**src/lge_pkg.sv**
```systemverilog
package lge_pkg;
	localparam int MAX_ROWS = 64;
	localparam int MAX_COLS = 64;
	localparam int RW = $clog2(MAX_ROWS);
	localparam int CW = $clog2(MAX_COLS);
	localparam int CNTW = $clog2(MAX_ROWS + 1);

	localparam logic [1:0] OP_WRITE = 2'd0;
	localparam logic [1:0] OP_ADVANCE = 2'd1;
	localparam logic [1:0] OP_READ = 2'd2;

	localparam logic [1:0] EDGE_DEAD = 2'd0;
	localparam logic [1:0] EDGE_MIRROR = 2'd1;
	localparam logic [1:0] EDGE_WRAP = 2'd2;

	localparam logic [3:0] REG_EDGE = 4'd0;
	localparam logic [3:0] REG_ROWS = 4'd4;
	localparam logic [3:0] REG_COLS = 4'd8;

	typedef struct packed {
		logic [1:0] op;
		logic [5:0] row;
		logic [5:0] col;
		logic alive;
	} item_t;

	typedef struct packed {
		logic cell_res;
		logic stable;
	} res_t;

	// controller -> datapath
	typedef struct packed {
		logic load;      // capture item
		logic clr;       // clear one store row
		logic cell_rd;   // read the row of the captured item
		logic do_wr;     // single-cell write
		logic do_rd;     // single-cell read
		logic sw_rd;     // sweep: read store row
		logic sw_shift;  // sweep: shift the three-row window
		logic sw_tail;   // sweep: shift in the saved first row
		logic sw_first;  // sweep: save the first row
		logic sw_calc;   // sweep: compute and write one row
		logic adv_wb;    // load advance result
		logic [RW-1:0] row;
		logic [RW-1:0] crow;
	} cmd_t;

	// datapath -> controller
	typedef struct packed {
		logic [CNTW-1:0] nr;
	} sts_t;

	// Next state of one row given rows above, self, below.
	function automatic logic [MAX_COLS-1:0] row_next(
		input logic [MAX_COLS-1:0] up, input logic [MAX_COLS-1:0] mid,
		input logic [MAX_COLS-1:0] dn, input logic [CW:0] nc, input logic [1:0] mode);
		logic [MAX_COLS-1:0] res;
		logic [3:0] n;
		logic [CW:0] cl, cr;
		logic lu, lm, ld, ru, rm, rd, lv, rv;
		res = mid;
		for (int c = 0; c < MAX_COLS; c++) begin
			n = 4'd0;
			lv = 1'b1;
			rv = 1'b1;
			if (c == 0) begin
				if (mode == EDGE_MIRROR) cl = '0;
				else if (mode == EDGE_WRAP) cl = nc - (CW+1)'(1);
				else begin cl = '0; lv = 1'b0; end
			end else cl = (CW+1)'(c - 1);
			if ((CW+1)'(c + 1) >= nc) begin
				if (mode == EDGE_MIRROR) cr = nc - (CW+1)'(1);
				else if (mode == EDGE_WRAP) cr = '0;
				else begin cr = '0; rv = 1'b0; end
			end else cr = (CW+1)'(c + 1);
			lu = lv & up[cl[CW-1:0]]; lm = lv & mid[cl[CW-1:0]]; ld = lv & dn[cl[CW-1:0]];
			ru = rv & up[cr[CW-1:0]]; rm = rv & mid[cr[CW-1:0]]; rd = rv & dn[cr[CW-1:0]];
			n = 4'(lu) + 4'(lm) + 4'(ld) + 4'(ru) + 4'(rm) + 4'(rd) + 4'(up[c]) + 4'(dn[c]);
			if ((CW+1)'(c) < nc) begin
				if (n == 4'd3) res[c] = 1'b1;
				else if (n != 4'd2) res[c] = 1'b0;
			end
		end
		return res;
	endfunction
endpackage

```
**src/lge_ctrl.sv**
```systemverilog
module lge_ctrl (
	input logic clk,
	input logic arst_n,
	input logic in_valid,
	output logic in_ready,
	input logic [1:0] op,
	output logic out_valid,
	input logic out_ready,
	input lge_pkg::sts_t sts,
	output lge_pkg::cmd_t cmd
);
	localparam int RW = lge_pkg::RW;
	localparam int NW = lge_pkg::CNTW;

	localparam logic [2:0] S_CLR = 3'd0;
	localparam logic [2:0] S_IDLE = 3'd1;
	localparam logic [2:0] S_EXEC = 3'd2;
	localparam logic [2:0] S_CELL = 3'd3;
	localparam logic [2:0] S_SWEEP = 3'd4;
	localparam logic [2:0] S_WB = 3'd5;
	localparam logic [2:0] S_OUT = 3'd6;

	logic [2:0] state_q;
	logic [1:0] op_q;
	logic [NW-1:0] step_q;
	logic acc;

	assign in_ready = (state_q == S_IDLE);
	assign out_valid = (state_q == S_OUT);
	assign acc = in_valid & in_ready;

	always_comb begin
		cmd = '0;
		cmd.load = acc;
		case (state_q)
			S_CLR: begin
				cmd.clr = 1'b1;
				cmd.row = step_q[RW-1:0];
			end
			S_EXEC: cmd.cell_rd = op_q inside {lge_pkg::OP_WRITE, lge_pkg::OP_READ};
			S_CELL: begin
				cmd.do_wr = (op_q == lge_pkg::OP_WRITE);
				cmd.do_rd = (op_q == lge_pkg::OP_READ);
			end
			S_SWEEP: begin
				// fetch last row first, then rows 0..nr-1; compute trails fetch through rdata_q and the window
				cmd.sw_rd = (step_q <= sts.nr);
				cmd.row = (step_q == '0) ? RW'(sts.nr - NW'(1)) : RW'(step_q - NW'(1));
				cmd.sw_shift = (step_q != '0) && (step_q <= sts.nr + NW'(2));
				cmd.sw_tail = (step_q == sts.nr + NW'(2));
				cmd.sw_first = (step_q == NW'(2));
				cmd.sw_calc = (step_q >= NW'(4));
				cmd.crow = RW'(step_q - NW'(4));
			end
			S_WB: cmd.adv_wb = 1'b1;
			default: ;
		endcase
	end

	always_ff @(posedge clk or negedge arst_n) begin
		if (!arst_n) begin
			state_q <= S_CLR;
			op_q <= '0;
			step_q <= '0;
		end else begin
			case (state_q)
				S_CLR: begin
					if (step_q == NW'(lge_pkg::MAX_ROWS - 1)) begin
						step_q <= '0;
						state_q <= S_IDLE;
					end else step_q <= step_q + NW'(1);
				end
				S_IDLE: if (acc) begin
					op_q <= op;
					state_q <= S_EXEC;
				end
				S_EXEC: begin
					step_q <= '0;
					if (op_q == lge_pkg::OP_ADVANCE) state_q <= S_SWEEP;
					else if (op_q inside {lge_pkg::OP_WRITE, lge_pkg::OP_READ})
						state_q <= S_CELL;
					else state_q <= S_OUT;
				end
				S_CELL: state_q <= S_OUT;
				S_SWEEP: begin
					// last row is computed at step nr+3
					if (step_q == sts.nr + NW'(3)) state_q <= S_WB;
					step_q <= step_q + NW'(1);
				end
				S_WB: state_q <= S_OUT;
				S_OUT: if (out_ready) state_q <= S_IDLE;
				default: state_q <= S_IDLE;
			endcase
		end
	end
endmodule

```
**config.mk**
```make
export PLATFORM = sky130hd
export DESIGN_NAME = lge_ctrl
export DESIGN_NICKNAME = d
export VERILOG_FILES = /design/src/lge_pkg.sv /design/src/lge_ctrl.sv
export SDC_FILE = /design/constraint.sdc
export NUM_CORES = 1
export LEC_CHECK = 0
export BUFFER_PORTS_ARGS = -buffer_cell sky130_fd_sc_hd__buf_2
export CAP_MARGIN = 25
export CORE_ASPECT_RATIO = 1.75
export CORE_UTILIZATION = 59
export CTS_CLUSTER_DIAMETER = 150
export DETAILED_ROUTE_END_ITERATION = 16
export PLACE_DENSITY = 0.86
export SYNTH_ARGS = -nofsm -noshare
export SYNTH_HDL_FRONTEND = slang
export SYNTH_SLANG_ARGS = --single-unit
```
**constraint.sdc**
```tcl
create_clock -name clk -period 6.2 [get_ports clk]
set_clock_uncertainty 0.05 [all_clocks]
set_input_delay 1.24 -clock clk [delete_from_list [all_inputs] [get_ports clk]]
set_output_delay 1.24 -clock clk [all_outputs]
set_load 0.01 [all_outputs]
```
### Word-level counts from Yosys, hierarchy flattened

Cells that the tools add are included.

| storage, ports and cells | value |
|---|---|
| flip-flop bits (word level) | 12 |
| bits in latches | 0 |
| bits in writable memories | 0 |
| memory bits (read-only) | 0 |
| output and inout bits | 25 |
| memories kept | 0 |

| cells by class | value |
|---|---|
| add/subtract/negate cells | 6 |
| multipliers | 0 |
| div/mod/pow operators | 0 |
| magnitude comparators | 3 |
| eq/ne operators | 16 |
| shift operators | 0 |
| mux-type cells | 17 |
| bitwise operators | 1 |
| reduce and logical (&&, ||, !) cells | 10 |

Operators with widths:

| operator | number |
|---|---|
| 7-bit case mux with 3 select lines | 1 |
| 3-bit two-way mux | 6 |
| 3-bit case mux with 6 select lines | 1 |
| 7-bit by 2-bit adder with 7-bit output (second input constant) | 2 |
| 7-bit == test | 2 |
| 7-bit less-or-equal comparator | 2 |
| 6-bit two-way mux | 2 |
| 6-bit case mux with 2 select lines | 1 |
| 6-bit by 1-bit subtractor with 6-bit output (second input constant) | 2 |
| 3-bit == test (second input constant) | 3 |
| 7-bit by 1-bit adder with 7-bit output (second input constant) | 1 |
| 7-bit by 2-bit == test with 1-bit output (second input constant) | 1 |
| 7-bit by 6-bit == test with 1-bit output (second input constant) | 1 |
| 7-bit by 3-bit greater-or-equal comparator with 1-bit output (second input constant) | 1 |
| 7-bit logical NOT | 1 |
| 7-bit two-way mux | 1 |
| 7-bit nonzero test | 1 |
| 3-bit by 2-bit == test with 1-bit output (second input constant) | 2 |
| 6-bit by 3-bit subtractor with 6-bit output (second input constant) | 1 |
| 5-bit two-way mux | 1 |
| 2-bit by 1-bit != test with 1-bit output (second input constant) | 2 |
| 2-bit != test (second input constant) | 2 |
| 4-bit AND reduction | 1 |
| 3-bit by 1-bit == test with 1-bit output (second input constant) | 1 |
| other kinds (12) | 14 |

### Depth between registers and ports, before layout

| logic depth | value |
|---|---|
| depth after elaboration | 5 |
| gate-level depth with buffers | 11 |

### Least setup slack after synthesis

Ideal clock, no wire load.

| path | value |
|---|---|
| kind | in2out |
| start | input port sts[3] in the netlist's numbering |
| end | output port cmd[16] in the netlist's numbering |
| data arrival time | 2.880 ns |
| data required time | 4.910 ns |
| path slack | 2.030 ns |
| stages | 8 |
| cell sequence | clkbuf_1 -> nand3_1 -> nor3_1 -> xnor2_1 -> ha_1 -> nand2_1 -> or3_1 -> a211oi_1 |

RTL lines:

| element | RTL line | source |
|---|---|---|
| start: declaration | lge_ctrl.sv:9 | `input lge_pkg::sts_t sts,` |
| end: declaration | lge_ctrl.sv:10 | `output lge_pkg::cmd_t cmd` |

==> flow_summary.toml <==
[power]
power_density_nw_per_um2 = 408
ir_worst_vdd_v = 0.000316
pwr-share-comb_pct = 63.8
p_seq_share_pct = 25.3
p_sw_share_pct = 51.3
p_int_w = 0.000383
p_switching_w = 0.000404
p_clk_share_pct = 10.9
fin_total_pwr_w = 0.000787
leakagePower_nw = 0.939

[yosys]
syn_area_um2 = 1740
ys_types = 46
synth_warnings = 0
ys_seq_area_share_pct = 17.3
syn_area_per_cell_um2 = 7.55
yosysTopAreaCellShare_pct = 17.3
synth_flop_cell = "dfrtp_1"
synth_area_leaders = "dfrtp_1 17%, ha_1 17%, xnor2_1 7.1%, nor2_1 6.5%, a21oi_1 3.5%"
yosys_register_bits = 12
synth_largest_area_cell = "dfrtp_1"
synthArstFlopShare_pct = 100
syn_nets = 267
synth-edff-count = 0
syn_inst = 230

[detailed_routing]
dr.max_layer_used = "met4"
wl_met1_um = 1730
wl_met2_um = 2380
routed_wl_um = 4510
vias = 1789
met3_length_um = 178
drt_first_pass_iters = 4
viasPerCell = 6.37
drtIter0Drc = 37
drcViolationCount = 0
ant_nets = 0
wl_per_cell_um = 16.1

[final_layout]
finalNonFillerCells = 281
area_delta_synth_final_pct = 11.2
final_cell_area_um2 = 1930
nFillCells = 242
layout-drive-gt1-share_pct = 18.9
nNetsFinal = 292
antennaDiodeCount = 0

[timing]
maxSlewViolCount = 0
tightest_slew_ns = 0.559
finalSetupTns_ns = 0
min_period_over_period_pct = 73.0
fin_ws_ns = 1.68
fin_crit_ns = 4.52
hold_viol = 0
fmax_mhz = 221
relSlewSlack_pct = 62.8
setup_viol = 0
rsz0062_at_grt = "no"

[place]
dp_hpwl_um = 3490
placed_area_um2 = 1880
io_buffer_count = 37
pre_cts_slack_ns = 1.72
gp_congestion = 0.923
dp.cells = 277

[grt]
grt_usage_pct = 32.2
overflow = 0
grt_max_degree = 18
antenna_found_initial = 0
first_global_vias = 1741
grt_pass1_wl_um = 7850

[floorplan]
die_y_um = 73.7
rows = 25
die_w_um = 43.0
start_util_pct = 63.0
ios = 38
core_area_um2 = 2750
dieArea_um2 = 3170

[job]
drv_cap = 0

[setup_path]
slowest_stage = "a2111oi_0"
cp-end-kind = "output pin"
cp.arrival_ns = 3.23
crit_path_start_kind = "input port"
path_cells = "buf_2, inv_1, ha_1, ha_1, a21o_1, a2111oi_0, o21bai_1, a211oi_1, buf_2"
path_class = "in2out"
crit_path_max_fanout = 5
worst-endpoint-required_ns = 4.91
max_stage_delay_ns = 0.45

[clocking]
cts_sinks = 12
cts_buffers = 3
cts_tree = "built"
cts_root_buffer = "clkbuf_8"
clkTransAtPathRegs_ns = 0.05
h-tree-depth = 1
clk_latency_ns = 0.25
clockBufferDepth = 2
cts_resized = 0
postCtsSetupRepairBufs = 0
cts_hold_buf = 0

[outcome]
outcome = "completed"

[worst_hold_path]
hold_class = "reg2reg"
-- final cells by class --
cell class                      instances  area, um2  share of cell area (%)
Sequential cell                        12        300                    15.6
Clock buffer                            4       55.1                    2.85
Timing Repair Buffer                   37        185                    9.59
Inverter                               13       48.8                    2.53
Tap cell                               27       33.8                    1.75
Multi-Input combinational cell        188       1310                    67.7
-- sequential cells by signal, summed over array words and instances, names as in the netlist --
register  flops
step_q        7
state_q       3
op_q          2
-- cell usage in the layout, fill, tap and decap left out, types with 3 or more instances in the layout --
| cell | instances |
|---|---|
| xor2_1 | 5 |
| inv_1 | 13 |
| o21a_1 | 4 |
| xnor2_1 | 14 |
| nand3_1 | 6 |
| nand4_1 | 6 |
| a211oi_1 | 8 |
| clkbuf_8 | 4 |
| a21oi_1 | 12 |
| nor2_1 | 30 |
| o21ai_0 | 12 |
| dfrtp_1 | 12 |
| nor2b_1 | 4 |
| ha_1 | 24 |
| nand2_1 | 12 |
| nor3_1 | 12 |
| buf_2 | 37 |
| and2_1 | 3 |
| mux2i_1 | 3 |
-- logic make-up after synthesis --
group	after synthesis	share of synthesized area, %
AND/OR/NAND/NOR	87	24.9
AO/OA/AOI/OAI	53	20.5
buffers and inverters	30	7.35
adder cells (fa/ha/maj)	24	17.3
XOR/XNOR	19	9.59
flip-flops	12	17.3
multiplexers	5	3.03
-- worst paths after layout --
kind                            from         end  slack, ns  cells after the start
max in group asynchronous     arst_n   step_q[2]       5.07                      1
min                          op_q[1]     op_q[1]       0.54                      1
min reg2reg                  op_q[1]     op_q[1]       0.54                      1
max reg2reg                step_q[2]   step_q[4]       4.07                      6
min in group asynchronous     arst_n  state_q[1]       0.81                      1
max                           sts[1]     cmd[16]       1.68                      9
-- Yosys cell counts, types with 2 or more instances --
cell / number
a211oi_1: 8
nand3_1: 6
nand4_1: 6
nor4_1: 2
mux2i_1: 3
xnor2_1: 14
a2111oi_0: 2
and4_1: 2
nand2_1: 12
nor2b_1: 4
and2_1: 3
ha_1: 24
buf_2: 3
dfrtp_1: 12
a31oi_1: 2
a21oi_1: 12
mux2_2: 2
clkbuf_1: 12
nor2_1: 30
o21a_1: 4
nor3_1: 12
inv_1: 13
nor3b_1: 2
o21bai_1: 2
or3_1: 2
xor2_1: 5
o21ai_0: 12
-- critical path, delay by kind of cell --
| family | cells | cell delay [ns] |
|---|---|---|
| compound gates | 4 | 0.97 |
| fa+ha+maj | 2 | 0.62 |
| buf+inv | 3 | 0.39 |
-- power by group through the flow --
stage | Sequential (W) | Combinational (W) | Clock (W)
2_1_floorplan | 0.000132 | 0.000428 | 0
3_3_place_gp | 0.000194 | 0.000486 | 0
3_5_place_dp | 0.000195 | 0.000495 | 0
4_1_cts | 0.000194 | 0.000501 | 0.0000876
5_1_grt | 0.000205 | 0.000570 | 0.0000927
6_report | 0.000199 | 0.000502 | 0.0000860
-- per-layer routing --
metal,GRT usage [%],vias up
li1,-,875
met1,36.0,835
met2,56.2,59
met3,3.44,20
met4,21.2,0
met5,0,-
-- per-stage QoR --
stage | util [%] | hold slack, ns
detailed placement | 68.1 | 0.534
finish | 70.1 | 0.544
floorplan | - | 0.469
global route | 70.1 | 0.560
CTS | 70.1 | 0.546
global placement | 68.1 | 0.508
No activity file was read; power rests on OpenSTA's default activity.
